`config.mk`:
```
export PLATFORM = sky130hd
export DESIGN_NAME = name_keyed_directory_table_top
export DESIGN_NICKNAME = d
export VERILOG_FILES = /design/src/hw/rtl/nkdt_pkg.sv /design/src/hw/rtl/nkdt_cell.sv /design/src/hw/rtl/name_keyed_directory_table_top.sv
export VERILOG_INCLUDE_DIRS = /design/src /design/src/hw/rtl
export SDC_FILE = /design/constraint.sdc
export NUM_CORES = 2
export LEC_CHECK = 0
export ABC_AREA = 1
export BUFFER_PORTS_ARGS = -buffer_cell sky130_fd_sc_hd__buf_4
export CORE_UTILIZATION = 35
export CTS_CLUSTER_SIZE = 12
export DETAILED_ROUTE_END_ITERATION = 8
export PLACE_DENSITY = 0.48
export SYNTH_ARGS = -nofsm -noshare
export SYNTH_HDL_FRONTEND = slang
export SYNTH_SLANG_ARGS = --single-unit
```
`constraint.sdc`:
```
create_clock -name clk -period 8 [get_ports clk]
set_clock_uncertainty 0.1 [all_clocks]
set_input_delay 0.8 -clock clk [delete_from_list [all_inputs] [get_ports clk]]
set_output_delay 0.8 -clock clk [all_outputs]
set_load 0.01 [all_outputs]
```
`src/hw/rtl/assert_macros.svh`:
```
// ---------------------------------------------------------------------------
// Assertion macros
// Shared concurrent assertion forms, clocked on clk and disabled while rst_n is low.
// ---------------------------------------------------------------------------
`ifndef ASSERT_MACROS_SVH
`define ASSERT_MACROS_SVH

// Check prop at every rising edge of clk while out of reset.
`define ASSERT_CLK(label, prop, msg) \
  label: assert property (@(posedge clk) disable iff (!rst_n) (prop)) else $error(msg);

// Check that ante implies cons on the same edge.
`define ASSERT_IMPL(label, ante, cons, msg) \
  label: assert property (@(posedge clk) disable iff (!rst_n) (ante) |-> (cons)) \
    else $error(msg);

// Check that ante implies cons on the next edge.
`define ASSERT_NEXT(label, ante, cons, msg) \
  label: assert property (@(posedge clk) disable iff (!rst_n) (ante) |=> (cons)) \
    else $error(msg);

`endif

```
`src/hw/rtl/nkdt_pkg.sv`:
```
// ---------------------------------------------------------------------------
// nkdt_pkg
// Types, constants and helpers for the name keyed directory table.
// ---------------------------------------------------------------------------
package nkdt_pkg;

  localparam int TABLE_ENTRIES = 16;
  localparam int NAME_BYTES    = 8;
  localparam int IDX_W         = (TABLE_ENTRIES > 1) ? $clog2(TABLE_ENTRIES) : 1;
  localparam int KEY_W         = 64;
  localparam int SECTOR_W      = 16;
  localparam int SLOT_W        = 4;
  localparam int CMD_W         = 2;

  localparam logic [CMD_W-1:0] CMD_FIND   = 2'd0;
  localparam logic [CMD_W-1:0] CMD_ADD    = 2'd1;
  localparam logic [CMD_W-1:0] CMD_REMOVE = 2'd2;

  typedef logic [IDX_W-1:0]    idx_t;
  typedef logic [KEY_W-1:0]    key_t;
  typedef logic [SECTOR_W-1:0] sector_t;

  typedef struct packed {
    logic [CMD_W-1:0] cmd;
    key_t             key_name;
    sector_t          new_sector;
  } in_t;

  typedef struct packed {
    logic              ok;
    sector_t           sector;
    logic [SLOT_W-1:0] slot;
  } out_t;

  // Search token handed from cell to cell, one cell per cycle.
  typedef struct packed {
    logic    active;
    logic    hit;
    idx_t    hit_idx;
    sector_t hit_sector;
    logic    free;
    idx_t    free_idx;
  } tok_t;

  // Update broadcast to all cells when the token leaves the chain.
  typedef struct packed {
    logic    set;
    logic    clr;
    idx_t    idx;
    key_t    name;
    sector_t sector;
  } wr_t;

  // Keep bytes up to the first zero byte, within NAME_BYTES; clear the rest.
  function automatic key_t canon_key(input key_t raw);
    key_t kept;
    logic live;
    kept = '0;
    live = 1'b1;
    for (int p = 0; p < KEY_W / 8; p++) begin
      if (p >= NAME_BYTES || raw[8*p +: 8] == 8'h00) begin
        live = 1'b0;
      end
      if (live) begin
        kept[8*p +: 8] = raw[8*p +: 8];
      end
    end
    return kept;
  endfunction

endpackage

```
`src/hw/rtl/nkdt_cell.sv`:
```
// ---------------------------------------------------------------------------
// nkdt_cell
// One table slot: holds valid, name and sector, compares against the key and
// merges its hit and free status into the passing search token.
// ---------------------------------------------------------------------------
module nkdt_cell (
  input  logic           clk,
  input  logic           rst_n,
  input  nkdt_pkg::idx_t cell_idx,
  input  nkdt_pkg::key_t key,
  input  nkdt_pkg::tok_t tok_in,
  input  nkdt_pkg::wr_t  wr,
  output nkdt_pkg::tok_t tok_out
);

  logic              valid_r;
  logic              valid_nxt;
  nkdt_pkg::key_t    name_r;
  nkdt_pkg::sector_t sector_r;
  nkdt_pkg::tok_t    tok_r;
  nkdt_pkg::tok_t    tok_nxt;
  logic              match;
  logic              sel;

  assign match = valid_r && (name_r == key);
  assign sel   = (wr.idx == cell_idx);

  // Earlier cells have priority: keep an earlier hit or free slot.
  always_comb begin
    tok_nxt = tok_in;
    if (!tok_in.hit && match) begin
      tok_nxt.hit        = 1'b1;
      tok_nxt.hit_idx    = cell_idx;
      tok_nxt.hit_sector = sector_r;
    end
    if (!tok_in.free && !valid_r) begin
      tok_nxt.free     = 1'b1;
      tok_nxt.free_idx = cell_idx;
    end
  end

  always_comb begin
    valid_nxt = valid_r;
    if (sel && wr.set) begin
      valid_nxt = 1'b1;
    end else if (sel && wr.clr) begin
      valid_nxt = 1'b0;
    end
  end

  always_ff @(posedge clk) begin
    if (!rst_n) begin
      valid_r      <= 1'b0;
      tok_r.active <= 1'b0;
    end else begin
      valid_r <= valid_nxt;
      tok_r   <= tok_nxt;
    end
  end

  always_ff @(posedge clk) begin
    if (sel && wr.set) begin
      name_r   <= wr.name;
      sector_r <= wr.sector;
    end
  end

  assign tok_out = tok_r;

endmodule

```
`src/hw/rtl/name_keyed_directory_table_top.sv`:
```
// ---------------------------------------------------------------------------
// name_keyed_directory_table_top
// Directory table searched by name: find, add and remove over a chain of
// slot cells that a search token walks one cell per cycle.
// ---------------------------------------------------------------------------
// Channel  Ports                        Handshake
// input    in_item (cmd/key/sector)     start high, busy low at the edge
// result   out_item (ok/sector/slot)    out_valid high for one cycle
//
// The token walk through the cell chain, one cell per cycle, lies between
// accept and result. A new transaction can be accepted in the cycle the
// result is shown, not before, so transactions never overlap.
// Reset empties the table at once; there is no clearing pass.
// The receiver cannot stall; busy is the only back pressure.
// ---------------------------------------------------------------------------
`include "assert_macros.svh"

module name_keyed_directory_table_top (
  input  logic           clk,
  input  logic           rst_n,
  input  logic           start,
  output logic           busy,
  input  nkdt_pkg::in_t  in_item,
  output logic           out_valid,
  output nkdt_pkg::out_t out_item
);

  logic                         busy_r;
  logic                         busy_nxt;
  logic                         launch_r;
  logic [nkdt_pkg::CMD_W-1:0]   cmd_r;
  nkdt_pkg::key_t               key_r;
  nkdt_pkg::sector_t            nsec_r;
  logic                         out_valid_r;
  nkdt_pkg::out_t               out_r;
  nkdt_pkg::out_t               out_nxt;
  nkdt_pkg::wr_t                wr;
  nkdt_pkg::tok_t               tok_head;
  nkdt_pkg::tok_t               tok [nkdt_pkg::TABLE_ENTRIES+1];
  nkdt_pkg::tok_t               last;
  logic [nkdt_pkg::TABLE_ENTRIES-1:0] tok_act;
  logic                         accept;

  assign accept = start && !busy_r;
  assign last   = tok[nkdt_pkg::TABLE_ENTRIES];

  // Fresh token enters the chain the cycle after accept.
  always_comb begin
    tok_head        = '0;
    tok_head.active = launch_r;
  end

  assign tok[0] = tok_head;

  for (genvar i = 0; i < nkdt_pkg::TABLE_ENTRIES; i++) begin : g_cell
    nkdt_cell u_cell (
      .clk      (clk),
      .rst_n    (rst_n),
      .cell_idx (nkdt_pkg::idx_t'(i)),
      .key      (key_r),
      .tok_in   (tok[i]),
      .wr       (wr),
      .tok_out  (tok[i+1])
    );
    assign tok_act[i] = tok[i+1].active;
  end

  // Resolve the command when the token leaves the last cell.
  always_comb begin
    out_nxt   = '0;
    wr        = '0;
    wr.name   = key_r;
    wr.sector = nsec_r;
    if (last.active) begin
      unique case (cmd_r)
        nkdt_pkg::CMD_FIND: begin
          if (last.hit) begin
            out_nxt.ok     = 1'b1;
            out_nxt.sector = last.hit_sector;
            out_nxt.slot   = nkdt_pkg::SLOT_W'(last.hit_idx);
          end
        end
        nkdt_pkg::CMD_ADD: begin
          if (!last.hit && last.free) begin
            wr.set       = 1'b1;
            wr.idx       = last.free_idx;
            out_nxt.ok   = 1'b1;
            out_nxt.slot = nkdt_pkg::SLOT_W'(last.free_idx);
          end
        end
        nkdt_pkg::CMD_REMOVE: begin
          if (last.hit) begin
            wr.clr       = 1'b1;
            wr.idx       = last.hit_idx;
            out_nxt.ok   = 1'b1;
            out_nxt.slot = nkdt_pkg::SLOT_W'(last.hit_idx);
          end
        end
        default: begin
          out_nxt = '0;
        end
      endcase
    end
  end

  always_comb begin
    busy_nxt = busy_r;
    if (accept) begin
      busy_nxt = 1'b1;
    end else if (last.active) begin
      busy_nxt = 1'b0;
    end
  end

  always_ff @(posedge clk) begin
    if (!rst_n) begin
      busy_r      <= 1'b0;
      launch_r    <= 1'b0;
      out_valid_r <= 1'b0;
    end else begin
      busy_r      <= busy_nxt;
      launch_r    <= accept;
      out_valid_r <= last.active;
    end
  end

  always_ff @(posedge clk) begin
    if (accept) begin
      cmd_r  <= in_item.cmd;
      key_r  <= nkdt_pkg::canon_key(in_item.key_name);
      nsec_r <= in_item.new_sector;
    end
    if (last.active) begin
      out_r <= out_nxt;
    end
  end

  assign busy      = busy_r;
  assign out_valid = out_valid_r;
  assign out_item  = out_r;

  `ASSERT_CLK(a_one_token, $onehot0({tok_act, launch_r}), "more than one token in the chain")
  `ASSERT_IMPL(a_token_busy, launch_r || (|tok_act), busy_r, "token in flight while idle")
  `ASSERT_NEXT(a_accept_busy, accept, busy_r && launch_r, "accepted transaction not launched")
  `ASSERT_IMPL(a_fail_zero, out_valid_r && !out_r.ok, out_r.sector == '0 && out_r.slot == '0,
               "failed transaction with nonzero payload")
  `ASSERT_IMPL(a_one_write, 1'b1, !(wr.set && wr.clr), "set and clear in the same cycle")

endmodule

```
==> impl_metrics.json <==
{
  "hold_viol": 0,
  "slowest_delay_ps": 740,
  "firstDrtPassIters": 6,
  "num_vias": 53300,
  "ff2ff_setup_slack_ps": 3500,
  "synthDistinctLibCells": 35,
  "crit_chain": "buf_4, inv_1, nand2_1, nand2_1, nor2_1, nand3_1, nor2_1, nand2_1, nor2_4, nand3_2, nand2_1, nand2_1",
  "fill_cells": 21200,
  "drt_iter0_drc": 6677,
  "cp-startpoint": "key_r[55]",
  "rsz0062_at_grt": "no",
  "worstSetupEndpointType": "flop",
  "status": "finished clean",
  "setup-tns-final_ps": 0,
  "cp_common_cell": "nand2_1",
  "ys_seq_area_frac": 0.692,
  "synth_top_area_share": 0.683,
  "dieArea_um2": 224000,
  "crit_type": "reg2reg",
  "fp.dieH_um": 473,
  "clk_pin_slew_ps": 60,
  "finalMaxSlewViolations": 0,
  "ys_ff_latch": 1804,
  "timing.hold.ws_ps": 49.7,
  "setup_violations": 0,
  "grt_pass1_vias": 49900,
  "p_switching_mw": 5.04,
  "cts_root_buf": "clkbuf_16",
  "cp.required_ps": 8470,
  "start_kind": "flop",
  "grt_max_degree": 158,
  "cts_setup_buffers": 0,
  "ctsResizeCount": 0,
  "crit_slowest_cell": "inv_1",
  "gr-total-overflow": 0,
  "cts_tree": "done",
  "ios": 108,
  "fp-row-count": 172,
  "synth.avg_cell_area_um2": 10.8,
  "synthesis.nets": 7314,
  "power.internal_mw": 15.9,
  "relSlewSlack": 0.137,
  "dp_hpwl_um": 179000,
  "worstSkewPairLatency_ps": 880,
  "vias_per_cell": 5.02,
  "antenna_found_initial": 32,
  "drive_gt1_frac": 0.0913,
  "grt.total_usage": 0.248,
  "cp_max_fo": 21,
  "cap_violations": 0,
  "clkPwrFrac": 0.430,
  "yosysTopAreaCell": "edfxtp_1",
  "tightest_slew_ps": 1290,
  "fin_crit_ps": 4500,
  "min_from": "in_item[22]",
  "power_leakage_nw": 35.4,
  "routed_wl_um": 281000,
  "cp.buffers_inverters": 2,
  "initial_core_util": 0.353,
  "syn-instance-count": 7224,
  "cts_hold_buf": 23,
  "io_buffers": 107,
  "die_w_um": 473,
  "crit_arrival_ps": 4970,
  "hp-class": "in2reg",
  "powerDensity_nw_per_um2": 237,
  "ys_warn_count": 0,
  "seqPwrFrac": 0.506,
  "cts_made_buffers": 200,
  "fmax_mhz": 222,
  "syn_to_final_growth_pct": 13.9,
  "num-nets-final": 7570,
  "cts_buffer_depth": 3,
  "yosys-top-cells-area": "edfxtp_1, nand2_1, inv_1",
  "cts_max_level": 4,
  "grt_pass1_wl_um": 388000,
  "r2r-start": "key_r[55]",
  "final_antenna_net_count": 0,
  "finalCritPeriodShare": 0.562,
  "combPwrFrac": 0.064,
  "swShare": 0.241,
  "netlist_area_um2": 77700,
  "cts.sinks": 1804,
  "ir_drop_mv": 0.173,
  "coreArea_um2": 220000,
  "wl_per_cell_um": 26.5,
  "drc_errors": 0,
  "routabilityCongestion": 0.913,
  "crit_family": "simple AND/OR/NAND/NOR gates"
}
## cells in the final DEF, fill, tap and decap left out, types with 18 or more instances in the layout
| cell type | Yosys | final |
|---|---|---|
| a21oi_1 | 25 | 25 |
| buf_4 | 43 | 269 |
| clkbuf_1 | 19 | 66 |
| clkbuf_16 | 0 | 201 |
| clkinv_1 | 3 | 46 |
| clkinv_2 | 0 | 23 |
| dfxtp_1 | 35 | 35 |
| dlygate4sd3_1 | 0 | 23 |
| edfxtp_1 | 1769 | 1769 |
| inv_1 | 791 | 774 |
| inv_2 | 45 | 46 |
| nand2_1 | 2631 | 2631 |
| nand3_1 | 74 | 74 |
| nand4_1 | 250 | 250 |
| nor2_1 | 698 | 696 |
| nor2_2 | 17 | 18 |
| nor2_4 | 30 | 31 |
| o21ai_0 | 243 | 243 |
| o21ai_1 | 29 | 29 |
| o22ai_1 | 40 | 40 |
| or2_2 | 37 | 37 |
| xnor2_1 | 188 | 188 |
| xor2_1 | 37 | 37 |
## cell type report
| type | instances | area [um^2] | area share |
|---|---|---|---|
| Sequential cell | 1804 | 53800 | 0.608 |
| Antenna cell | 11 | 27.5 | 0.000311 |
| Inverter | 840 | 3200 | 0.0361 |
| Multi-Input combinational cell | 4338 | 19200 | 0.217 |
| Clock buffer | 277 | 5410 | 0.0611 |
| Clock inverter | 93 | 900 | 0.0102 |
| Timing Repair Buffer | 296 | 2320 | 0.0263 |
| Tap cell | 2958 | 3700 | 0.0418 |
## logic make-up after synthesis
kind of cell               share of synthesized area
AOI/OAI and AO/OA                             0.0230
xor gates and xnor gates                      0.0254
adders and majority gates                   0.000805
buffers and inverters                         0.0609
DFF                                            0.692
and+or+nand+nor                                0.197
## through the flow
step,instances,setup WS [ps],area (um^2),power [mW],utilization
after global placement,10200,3630,82000,12.1,0.372
after detailed placement,10200,3680,82000,12.1,0.372
after global routing,10600,3440,88500,21.5,0.402
after CTS,10600,3620,88500,21.1,0.402
final,10600,3500,88600,21.0,0.402
after floorplan,7224,3050,77700,11.4,-
## path summary, 6_finish.rpt
kind                                   endpoint  cells after the start
hold reg to reg    g_cell[5].u_cell.tok_out[26]                      2
setup reg to reg  g_cell[10].u_cell.tok_out[16]                     12
hold / removal                         key_r[6]                      1
setup / recovery  g_cell[10].u_cell.tok_out[16]                     12
## metal layers
layer / routed length (um) / GRT usage
met3: 24300 / 0.0390
met5: 13 / 0
met1: 119000 / 0.345
met2: 126000 / 0.388
met4: 12000 / 0.0989
## cells in the mapped netlist (all sizes together)
library cell  number
a21oi             25
o22ai             40
o211a              2
xor2              37
buf              222
a31oi              2
clkinv             3
a211oi             1
nand4            250
clkbuf            20
edfxtp          1769
nand2           2631
a22o               1
o21ai            272
nand3             89
inv              837
or2               37
nor3               8
dfxtp             35
ha                 5
nor4               4
xnor2            188
nor3b              1
nor2             745
## flip-flops by register name (all words and copies together) (netlist names), 2 cells and up
| signal | count |
|---|---|
| cmd_r | 2 |
| g_cell.u_cell.name_r | 1024 |
| g_cell.u_cell.sector_r | 256 |
| g_cell.u_cell.tok_out | 402 |
| g_cell.u_cell.valid_r | 16 |
| key_r | 64 |
| nsec_r | 16 |
| out_item | 21 |
## power by group through the flow
stage	Clock, mW	Sequential (mW)	Combinational [mW]
3_3_place_gp	0	10.8	1.29
5_1_grt	9.51	10.6	1.39
3_5_place_dp	0	10.8	1.30
6_report	9.01	10.6	1.34
4_1_cts	9.16	10.6	1.31
2_1_floorplan	0	10.8	0.525
No activity file was read; power rests on OpenSTA's default activity.
